--- src/rtl/assert_macros.svh ---
// Assertion macros for the state feedback motor mixer.
// Depends on nothing; included by the files that carry assertions.
`ifndef ASSERT_MACROS_SVH
`define ASSERT_MACROS_SVH

// Same-cycle implication, disabled while reset is asserted.
`define SFMM_ASSERT_IMP(label, clk_s, rst_n_s, ante, cons) \
	label: assert property (@(posedge clk_s) disable iff (!rst_n_s) (ante) |-> (cons)) \
		else $error("sfmm assertion failed");

// Next-cycle implication, disabled while reset is asserted.
`define SFMM_ASSERT_NXT(label, clk_s, rst_n_s, ante, cons) \
	label: assert property (@(posedge clk_s) disable iff (!rst_n_s) (ante) |=> (cons)) \
		else $error("sfmm assertion failed");

`endif

--- src/rtl/sfmm_pkg.sv ---
// Shared constants, types and helper functions of the state feedback motor mixer.
// Depends on nothing; used by every module of the block.
package sfmm_pkg;

	localparam int NUM_MOTORS = 4;
	localparam int NUM_STATES = 5;
	localparam int GAIN_DEPTH = NUM_MOTORS * NUM_STATES;

	localparam int GAIN_IDX_W = 5;
	localparam int GAIN_W     = 32;
	localparam int IN_W       = 20;
	localparam int DIFF_W     = IN_W + 1;
	localparam int STATE_W    = 25;
	localparam int PROD_W     = GAIN_W + STATE_W;
	localparam int ACC_W      = 64;
	localparam int HELD_W     = 32;
	localparam int DRIVE_W    = 16;
	localparam int DIV_W      = 4;
	localparam int CNT_W      = 3;

	localparam int FRAC_SHIFT = 16;
	localparam int RAD_Q24    = 292818;

	localparam int MOT_W   = (NUM_MOTORS > 1) ? $clog2(NUM_MOTORS) : 1;
	localparam int COL_W   = (NUM_STATES > 1) ? $clog2(NUM_STATES) : 1;
	localparam int STEPS   = NUM_STATES + GAIN_DEPTH;
	localparam int STEP_W  = $clog2(STEPS + 1);

	localparam logic [DIV_W-1:0] DIV_RESET = DIV_W'(2);
	localparam logic [DIV_W-1:0] DIV_MAX   = DIV_W'(8);

	typedef enum logic {
		CMD_SAMPLE  = 1'b0,
		CMD_GAIN_WR = 1'b1
	} cmd_t;

	// Operation handed to the shared multiply unit.
	typedef struct packed {
		logic             valid;
		logic             is_state;
		logic             first;
		logic             last;
		logic [COL_W-1:0] col;
		logic [MOT_W-1:0] row;
	} mac_tag_t;

	typedef struct packed {
		logic               valid;
		logic [COL_W-1:0]   col;
		logic [STATE_W-1:0] value;
	} state_wr_t;

	typedef struct packed {
		logic              valid;
		logic [MOT_W-1:0]  row;
		logic [HELD_W-1:0] value;
	} held_wr_t;

	// Held sum plus thrust, clamped to the drive range; zero thrust stops the motor.
	function automatic logic [DRIVE_W-1:0] drive_f(input logic [HELD_W-1:0] held,
			input logic [DRIVE_W-1:0] thr);
		logic [HELD_W+1:0] total;
		logic [DRIVE_W-1:0] res;
		total = $unsigned($signed({{2{held[HELD_W-1]}}, held})
			+ $signed({2'b00, {(HELD_W-DRIVE_W){1'b0}}, thr}));
		if (thr == '0) begin
			res = '0;
		end else if (total[HELD_W+1]) begin
			res = '0;
		end else if (total[HELD_W:DRIVE_W] != '0) begin
			res = '1;
		end else begin
			res = total[DRIVE_W-1:0];
		end
		return res;
	endfunction

endpackage

--- src/rtl/sfmm_gain_regs.sv ---
// Gain table of the mixer: one entry per motor and state, cleared by reset.
// Depends on sfmm_pkg.
module sfmm_gain_regs (
	input  logic                           clk,
	input  logic                           arst_n,
	input  logic                           wr_en,
	input  logic [sfmm_pkg::GAIN_IDX_W-1:0] wr_index,
	input  logic [sfmm_pkg::GAIN_W-1:0]     wr_data,
	input  logic [sfmm_pkg::GAIN_IDX_W-1:0] rd_index,
	output logic [sfmm_pkg::GAIN_W-1:0]     rd_data
);
	import sfmm_pkg::*;

	logic [GAIN_W-1:0] gain_q [GAIN_DEPTH];

	// Writes to entries past the end of the table are dropped.
	always_ff @(posedge clk or negedge arst_n) begin
		if (!arst_n) begin
			for (int i = 0; i < GAIN_DEPTH; i++) begin
				gain_q[i] <= '0;
			end
		end else if (wr_en && (wr_index < GAIN_IDX_W'(GAIN_DEPTH))) begin
			gain_q[wr_index] <= wr_data;
		end
	end

	assign rd_data = (rd_index < GAIN_IDX_W'(GAIN_DEPTH)) ? gain_q[rd_index] : '0;

endmodule

--- src/rtl/sfmm_mac.sv ---
// Shared multiply unit with accumulator: converts angle differences to radians
// and forms the gain-by-state sums. Depends on sfmm_pkg.
module sfmm_mac (
	input  logic                         clk,
	input  logic                         arst_n,
	input  sfmm_pkg::mac_tag_t           tag,
	input  logic [sfmm_pkg::GAIN_W-1:0]  op_a,
	input  logic [sfmm_pkg::STATE_W-1:0] op_b,
	output sfmm_pkg::state_wr_t          state_wr,
	output sfmm_pkg::held_wr_t           held_wr,
	output logic                         busy
);
	import sfmm_pkg::*;

	localparam logic signed [PROD_W-1:0] ROUND_HALF = PROD_W'(1) <<< (FRAC_SHIFT - 1);

	mac_tag_t                 tag_s1;
	logic signed [PROD_W-1:0] prod_s1;
	logic signed [ACC_W-1:0]  acc_q;
	logic signed [ACC_W-1:0]  prod_ext;
	logic signed [ACC_W-1:0]  acc_next;
	logic signed [PROD_W-1:0] round_sum;
	logic signed [GAIN_W-1:0]  a_s;
	logic signed [STATE_W-1:0] b_s;

	assign a_s = $signed(op_a);
	assign b_s = $signed(op_b);

	always_ff @(posedge clk or negedge arst_n) begin
		if (!arst_n) begin
			tag_s1 <= '0;
		end else begin
			tag_s1 <= tag;
		end
	end

	always_ff @(posedge clk) begin
		prod_s1 <= a_s * b_s;
	end

	assign prod_ext  = {{(ACC_W-PROD_W){prod_s1[PROD_W-1]}}, prod_s1};
	assign acc_next  = tag_s1.first ? prod_ext : acc_q + prod_ext;
	assign round_sum = prod_s1 + ROUND_HALF;

	always_ff @(posedge clk) begin
		if (tag_s1.valid && !tag_s1.is_state) begin
			acc_q <= acc_next;
		end
	end

	assign state_wr.valid = tag_s1.valid && tag_s1.is_state;
	assign state_wr.col   = tag_s1.col;
	assign state_wr.value = round_sum[STATE_W+FRAC_SHIFT-1:FRAC_SHIFT];

	// The sum of all products stays within 60 bits, so its upper word is always
	// a valid signed 32-bit value and needs no saturation.
	assign held_wr.valid = tag_s1.valid && !tag_s1.is_state && tag_s1.last;
	assign held_wr.row   = tag_s1.row;
	assign held_wr.value = acc_next[ACC_W-1:ACC_W-HELD_W];

	assign busy = tag_s1.valid;

endmodule

--- src/rtl/state_feedback_motor_mixer.sv ---
// Top level of the state feedback motor mixer: sequencer, sample registers,
// held sums and motor output lanes. Depends on sfmm_pkg, sfmm_gain_regs, sfmm_mac
// and assert_macros.svh.
//
//  channel | direction | handshake            | payload
//  --------+-----------+----------------------+-----------------------------------------
//  in      | to block  | in_valid / in_stall  | command, gain_index, gain_value, sensors
//  out     | from block| out_valid / out_stall| motor_one .. motor_four
//  cfg     | to block  | cfg_valid / cfg_ready| cfg_data (update_divider)
//
// A gain write is taken in the idle state. A control sample without recomputation
// goes from the idle state straight to the output state; with recomputation it runs
// 25 serial operations (five radian conversions, twenty gain products) through the one
// shared multiplier and its pipe, then drains the pipe before the output state. Reset
// clears the gain table, held sums and divider count.
// A stalled result holds the sequencer in its output state; in_stall stays high then.
`include "assert_macros.svh"

module state_feedback_motor_mixer (
	input  logic                                clk,
	input  logic                                arst_n,
	input  logic                                in_valid,
	output logic                                in_stall,
	input  logic                                command,
	input  logic [sfmm_pkg::GAIN_IDX_W-1:0]     gain_index,
	input  logic signed [sfmm_pkg::GAIN_W-1:0]  gain_value,
	input  logic signed [sfmm_pkg::IN_W-1:0]    rate_roll,
	input  logic signed [sfmm_pkg::IN_W-1:0]    rate_pitch,
	input  logic signed [sfmm_pkg::IN_W-1:0]    rate_yaw,
	input  logic signed [sfmm_pkg::IN_W-1:0]    roll_estimate,
	input  logic signed [sfmm_pkg::IN_W-1:0]    pitch_estimate,
	input  logic signed [sfmm_pkg::IN_W-1:0]    roll_setpoint,
	input  logic signed [sfmm_pkg::IN_W-1:0]    pitch_setpoint,
	input  logic signed [sfmm_pkg::IN_W-1:0]    yaw_rate_setpoint,
	input  logic [sfmm_pkg::DRIVE_W-1:0]        thrust,
	output logic                                out_valid,
	input  logic                                out_stall,
	output logic [sfmm_pkg::DRIVE_W-1:0]        motor_one,
	output logic [sfmm_pkg::DRIVE_W-1:0]        motor_two,
	output logic [sfmm_pkg::DRIVE_W-1:0]        motor_three,
	output logic [sfmm_pkg::DRIVE_W-1:0]        motor_four,
	input  logic                                cfg_valid,
	output logic                                cfg_ready,
	input  logic [sfmm_pkg::DIV_W-1:0]          cfg_data
);
	import sfmm_pkg::*;

	typedef enum logic [3:0] {
		ST_IDLE  = 4'b0001,
		ST_CALC  = 4'b0010,
		ST_DRAIN = 4'b0100,
		ST_OUT   = 4'b1000
	} seq_state_t;

	seq_state_t          state_q;
	logic [DIV_W-1:0]    div_q;
	logic [DIV_W-1:0]    div_eff;
	logic [CNT_W-1:0]    count_q;
	logic                recompute;
	logic                in_acc;
	logic                sample_acc;
	logic                gain_acc;
	logic                out_load;

	logic [DIFF_W-1:0]   diff_q [NUM_STATES];
	logic [DRIVE_W-1:0]  thrust_q;
	logic [STATE_W-1:0]  state_val_q [NUM_STATES];
	logic [HELD_W-1:0]   held_q [NUM_MOTORS];
	logic [DRIVE_W-1:0]  motor_q [NUM_MOTORS];
	logic                out_valid_q;

	logic [STEP_W-1:0]     step_q;
	logic [COL_W-1:0]      col_q;
	logic [MOT_W-1:0]      row_q;
	logic [GAIN_IDX_W-1:0] gidx_q;
	logic                  state_phase;
	logic                  col_wrap;

	mac_tag_t            tag;
	logic [GAIN_W-1:0]   op_a;
	logic [STATE_W-1:0]  op_b;
	logic [GAIN_W-1:0]   gain_rd;
	state_wr_t           state_wr;
	held_wr_t            held_wr;
	logic                mac_busy;

	assign in_acc     = in_valid && !in_stall;
	assign sample_acc = in_acc && (command == CMD_SAMPLE);
	assign gain_acc   = in_acc && (command == CMD_GAIN_WR);
	assign in_stall   = (state_q != ST_IDLE);
	assign cfg_ready  = 1'b1;

	// A divider of zero acts as one, anything above eight as eight.
	always_comb begin
		if (div_q == '0) begin
			div_eff = DIV_W'(1);
		end else if (div_q > DIV_MAX) begin
			div_eff = DIV_MAX;
		end else begin
			div_eff = div_q;
		end
	end

	assign recompute = ({1'b0, count_q} + DIV_W'(1)) >= div_eff;

	always_ff @(posedge clk or negedge arst_n) begin
		if (!arst_n) begin
			div_q <= DIV_RESET;
		end else if (cfg_valid && cfg_ready) begin
			div_q <= cfg_data;
		end
	end

	sfmm_gain_regs u_gain (
		.clk      (clk),
		.arst_n   (arst_n),
		.wr_en    (gain_acc),
		.wr_index (gain_index),
		.wr_data  (gain_value),
		.rd_index (gidx_q),
		.rd_data  (gain_rd)
	);

	assign state_phase = (step_q < STEP_W'(NUM_STATES));
	assign col_wrap    = (col_q == COL_W'(NUM_STATES - 1));

	// The first steps turn each rate or angle error into radians, the rest run the
	// gain products row by row.
	always_comb begin
		tag.valid    = (state_q == ST_CALC);
		tag.is_state = state_phase;
		tag.first    = (col_q == '0);
		tag.last     = col_wrap;
		tag.col      = col_q;
		tag.row      = row_q;
		if (state_phase) begin
			op_a = {{(GAIN_W-DIFF_W){diff_q[col_q][DIFF_W-1]}}, diff_q[col_q]};
			op_b = STATE_W'(RAD_Q24);
		end else begin
			op_a = gain_rd;
			op_b = state_val_q[col_q];
		end
	end

	sfmm_mac u_mac (
		.clk      (clk),
		.arst_n   (arst_n),
		.tag      (tag),
		.op_a     (op_a),
		.op_b     (op_b),
		.state_wr (state_wr),
		.held_wr  (held_wr),
		.busy     (mac_busy)
	);

	always_ff @(posedge clk) begin
		if (sample_acc) begin
			thrust_q  <= thrust;
			diff_q[0] <= {rate_roll[IN_W-1], rate_roll};
			diff_q[1] <= {rate_pitch[IN_W-1], rate_pitch};
			diff_q[2] <= DIFF_W'($signed({yaw_rate_setpoint[IN_W-1], yaw_rate_setpoint})
				- $signed({rate_yaw[IN_W-1], rate_yaw}));
			diff_q[3] <= DIFF_W'($signed({roll_setpoint[IN_W-1], roll_setpoint})
				- $signed({roll_estimate[IN_W-1], roll_estimate}));
			diff_q[4] <= DIFF_W'($signed({pitch_setpoint[IN_W-1], pitch_setpoint})
				- $signed({pitch_estimate[IN_W-1], pitch_estimate}));
		end
		if (state_wr.valid) begin
			state_val_q[state_wr.col] <= state_wr.value;
		end
	end

	always_ff @(posedge clk or negedge arst_n) begin
		if (!arst_n) begin
			for (int m = 0; m < NUM_MOTORS; m++) begin
				held_q[m] <= '0;
			end
		end else if (held_wr.valid) begin
			held_q[held_wr.row] <= held_wr.value;
		end
	end

	always_ff @(posedge clk or negedge arst_n) begin
		if (!arst_n) begin
			state_q <= ST_IDLE;
			count_q <= '0;
			step_q  <= '0;
			col_q   <= '0;
			row_q   <= '0;
			gidx_q  <= '0;
		end else begin
			case (state_q)
				ST_IDLE: begin
					step_q <= '0;
					col_q  <= '0;
					row_q  <= '0;
					gidx_q <= '0;
					if (sample_acc) begin
						if (recompute) begin
							count_q <= '0;
							state_q <= ST_CALC;
						end else begin
							count_q <= count_q + CNT_W'(1);
							state_q <= ST_OUT;
						end
					end
				end
				ST_CALC: begin
					step_q <= step_q + STEP_W'(1);
					col_q  <= col_wrap ? '0 : col_q + COL_W'(1);
					if (!state_phase) begin
						gidx_q <= gidx_q + GAIN_IDX_W'(1);
						if (col_wrap) begin
							row_q <= row_q + MOT_W'(1);
						end
					end
					if (step_q == STEP_W'(STEPS - 1)) begin
						state_q <= ST_DRAIN;
					end
				end
				ST_DRAIN: begin
					if (!mac_busy) begin
						state_q <= ST_OUT;
					end
				end
				ST_OUT: begin
					if (out_load) begin
						state_q <= ST_IDLE;
					end
				end
				default: begin
					state_q <= ST_IDLE;
				end
			endcase
		end
	end

	assign out_load = (state_q == ST_OUT) && (!out_valid_q || !out_stall);

	always_ff @(posedge clk or negedge arst_n) begin
		if (!arst_n) begin
			out_valid_q <= 1'b0;
		end else if (out_load) begin
			out_valid_q <= 1'b1;
		end else if (!out_stall) begin
			out_valid_q <= 1'b0;
		end
	end

	always_ff @(posedge clk) begin
		if (out_load) begin
			for (int m = 0; m < NUM_MOTORS; m++) begin
				motor_q[m] <= drive_f(held_q[m], thrust_q);
			end
		end
	end

	assign out_valid   = out_valid_q;
	assign motor_one   = motor_q[0];
	assign motor_two   = motor_q[1];
	assign motor_three = motor_q[2];
	assign motor_four  = motor_q[3];

	`SFMM_ASSERT_NXT(a_sample_blocks, clk, arst_n, sample_acc, in_stall)
	`SFMM_ASSERT_IMP(a_held_in_calc, clk, arst_n, held_wr.valid,
		(state_q == ST_CALC) || (state_q == ST_DRAIN))
	`SFMM_ASSERT_IMP(a_idle_pipe_empty, clk, arst_n, state_q == ST_IDLE, !mac_busy)
	`SFMM_ASSERT_IMP(a_load_in_out, clk, arst_n, out_load, !tag.valid && !mac_busy)

endmodule

--- config.mk ---
export PLATFORM = sky130hd
export DESIGN_NAME = state_feedback_motor_mixer
export DESIGN_NICKNAME = d
export VERILOG_FILES = /design/src/rtl/sfmm_pkg.sv /design/src/rtl/sfmm_gain_regs.sv /design/src/rtl/sfmm_mac.sv /design/src/rtl/state_feedback_motor_mixer.sv
export VERILOG_INCLUDE_DIRS = /design/src /design/src/rtl
export SDC_FILE = /design/constraint.sdc
export NUM_CORES = 2
export LEC_CHECK = 0
export BUFFER_PORTS_ARGS = -buffer_cell sky130_fd_sc_hd__buf_2
export CORE_ASPECT_RATIO = 1.5
export CORE_MARGIN = 5
export CORE_UTILIZATION = 42
export CTS_CLUSTER_DIAMETER = 200
export CTS_CLUSTER_SIZE = 16
export DETAILED_ROUTE_END_ITERATION = 16
export SETUP_SLACK_MARGIN = 0.3
export SLEW_MARGIN = 20
export SYNTH_ARGS = -nofsm -noshare
export SYNTH_HDL_FRONTEND = slang
export SYNTH_SLANG_ARGS = --single-unit
export TNS_END_PERCENT = 50
--- constraint.sdc ---
create_clock -name clk -period 12.8 [get_ports clk]
set_input_delay 1.28 -clock clk [delete_from_list [all_inputs] [get_ports clk]]
set_output_delay 1.28 -clock clk [all_outputs]
set_load 0.005 [all_outputs]
==> summary.txt <==
Status
  – Status: complete, no violations

Logic synthesis
  – Post-Syn Nets: 9248
  – Mapped Area: 88800 um2
  – Cells after Synth: 7845
  – Seq/Total Area, Yosys: 0.365
  – Yosys cell types: 99
  – Avg Cell Area, Syn: 11.3 um2
  – Leading area contributor after synthesis: dfrtp_1
  – Yosys warning count: 0
  – EDFF count, synth: 372
  – Synth top area cells: dfrtp_1 (23%), fa_1 (19%), edfxtp_1 (13%), mux2_2 (8.6%), mux4_2 (6.0%)
  – Yosys reg bits: 1233
  – Ys flop type: dfrtp_1
  – Post-synth top area share: 0.226
  – Most frequent cell after synthesis: inv_1
  – Ys async rst share: 0.652
  – Top cells by count, synth: inv_1 (1009), fa_1 (828), dfrtp_1 (802)

Clock network
  – # H-tree levels: 3
  – Worst-Skew Late Latency: 770 ps
  – Reg clk slew, reported paths: 80 ps
  – Resized cells post-CTS: 0
  – CTS tree: done
  – Clk buf depth: 3
  – Root buf cell: clkbuf_16
  – CTS sink count: 1233
  – CTS Buf Count: 87
  – Hold Buf Count CTS: 0
  – # Post-CTS Setup Buffers: 0

Setup path
  – Largest fanout on the critical path: 74
  – Slowest CP cell: dfrtp_4
  – CP Buf/Inv Count: 8
  – Worst Setup End Kind: flop
  – Worst Path Arrival: 11900 ps
  – Max incr delay on CP: 920 ps
  – Worst Setup Start Kind: flop
  – Crit-path most repeated cell: fa_1
  – Worst path top cell family by delay: adder cells
  – Crit path kind: flop to flop
  – Critical Path RT: 13440 ps

STA
  – Tcrit/Tclk final: 0.880
  – Final Hold Fails: 0
  – RSZ-0062 raised after global routing: no
  – Slew @ Worst Pin: 1260 ps
  – Setup TNS Final: 0 ps
  – # setup viols final: 0
  – Max transition margin: 0.163
  – Max-slew violation count: 0
  – Setup Skew: 96.1 ps
  – Final min period: 11260 ps
  – Fmax: 88.8 MHz

Routing
  – Wirelength per Cell: 25.0 um
  – Via density: 5.61
  – Drt initial violations: 4121
  – Post-route ant nets: 0
  – Routed wire length: 270000 um
  – Via count: 60700
  – Number of remaining DRC errors: 0
  – DR pass1 iterations: 8

Floorplanning
  – Ports: 290
  – Die Wd: 385 um
  – Die height: 573 um
  – Initial Util: 0.423
  – # rows: 206
  – Core Area: 210000 um2
  – Die ar.: 221000 um2

Global routing
  – Total track usage: 0.244
  – Met3 usage: 0.0362
  – First-pass GRT wire length: 408000 um
  – Global route overflow: 0
  – Routing usage on met1: 0.283
  – Largest net degree at the start of global routing: 163
  – Vias in the first global route: 65300
  – Initial antenna violation count: 14
  – Busiest grt layer: met2
  – Met2 Resource Use GR: 0.440

Place
  – Port bufs: 288
  – Post-DP HPWL: 202000 um
  – Placer congestion estimate: 0.980

Flow run
  – Max cap viols: 0

Final layout
  – Multi-input combinational cell area: 51300 um2
  – P&R area growth vs syn: 8.36%
  – FF+latch area: 32500 um2
  – Final #Nets: 9338
  – Layout cells sized above 1: 0.197
  – Fill cell count: 19300

Hold path
  – Hold WC Path Type: flop to flop
[sequential cells by signal (all words and copies together), names as in the netlist]
register / flops
motor_q: 64
u_mac.tag_s1: 3
diff_q: 103
state_q: 4
u_mac.held_wr: 2
col_q: 3
row_q: 2
u_mac.acc_q: 64
gidx_q: 5
state_val_q: 125
u_gain.gain_q: 640
step_q: 5
thrust_q: 16
u_mac.state_wr: 3
held_q: 128
count_q: 3
u_mac.busy: 1
out_valid: 1
div_q: 4
u_mac.prod_s1: 57
[worst min-delay path, cell delays in order (launching register included)]
cell and delay [ps]:
dfrtp_1 350, nand2_1 50, nand2_1 50
[placed cells by master (no fill, tap or decap), drive strengths merged, types with 78 or more instances in the layout]
cell	netlist	layout
inv	1009	1011
fa	828	828
dfrtp	802	802
nand2	790	790
mux2	680	680
nor2	511	511
buf	68	422
edfxtp	372	372
ha	352	352
o21ai	250	250
mux4	236	236
a21oi	235	235
xnor2	156	156
clkbuf	353	140
a21o	106	106
nand3	101	101
xor2	95	95
nand2b	78	78
[worst paths after layout]
path	start	end	slack, ps	depth (start not counted)
setup / recovery	gidx_q[0]$_DFFE_PN0P_	u_mac.prod_s1[55]$_DFF_P_	1540	33
hold / removal	held_q[64]$_DFFE_PN0P_	held_q[64]$_DFFE_PN0P_	490	2
setup reg to reg	gidx_q[0]$_DFFE_PN0P_	u_mac.prod_s1[55]$_DFF_P_	1540	33
hold reg to reg	held_q[64]$_DFFE_PN0P_	held_q[64]$_DFFE_PN0P_	490	2
max in group asynchronous	arst_n	gidx_q[2]$_DFFE_PN0P_	9860	3
min in group asynchronous	arst_n	u_gain.gain_q[312]$_DFFE_PN0P_	600	1
[stage by stage]
stage | std cells | area (um2) | util | setup slack, ps | hold slack (ps)
finish | 10800 | 96200 | 0.458 | 1540 | 489
global route | 10800 | 96200 | 0.458 | 957 | 504
detailed placement | 10700 | 93600 | 0.445 | 1500 | 471
CTS | 10800 | 96100 | 0.458 | 1530 | 490
floorplan | 7845 | 88800 | - | 3330 | 352
global placement | 10700 | 93500 | 0.445 | 1570 | 466
[layer usage]
| layer | wire length, um | vias to the layer above |
|---|---|---|
| met1 | 99100 | 31600 |
| met4 | 15900 | 8 |
| met5 | 60 | - |
| li1 | - | 26500 |
| met2 | 140000 | 1992 |
| met3 | 15100 | 601 |
[kinds of logic (layout without fill, tap and decap cells)]
| group | Yosys count | after routing | share of synthesized area |
|---|---|---|---|
| AND/OR/NAND/NOR | 1825 | 1825 | 0.0909 |
| buffers and inverters | 1434 | 1584 | 0.0615 |
| flip-flops | 1233 | 1233 | 0.365 |
| adder cells (fa/ha/maj) | 1180 | 1180 | 0.236 |
| AO/OA/AOI/OAI | 971 | 971 | 0.0710 |
| multiplexers | 950 | 950 | 0.150 |
| XOR/XNOR | 251 | 251 | 0.0248 |
| other | 1 | 15 | 0.0000423 |
[layout make-up]
type / count / share of cell area
inverter: 1013 / 0.0396
clock buffer: 140 / 0.0247
antenna: 14 / 0.000364
sequential: 1233 / 0.337
timing repair buffer: 422 / 0.0260
multi-input combinational: 5178 / 0.533
clock inverter: 9 / 0.00200
tap: 2808 / 0.0365
Power is not shown: default switching activity piles up to over one toggle a cycle in this logic, so the estimate is an artifact.
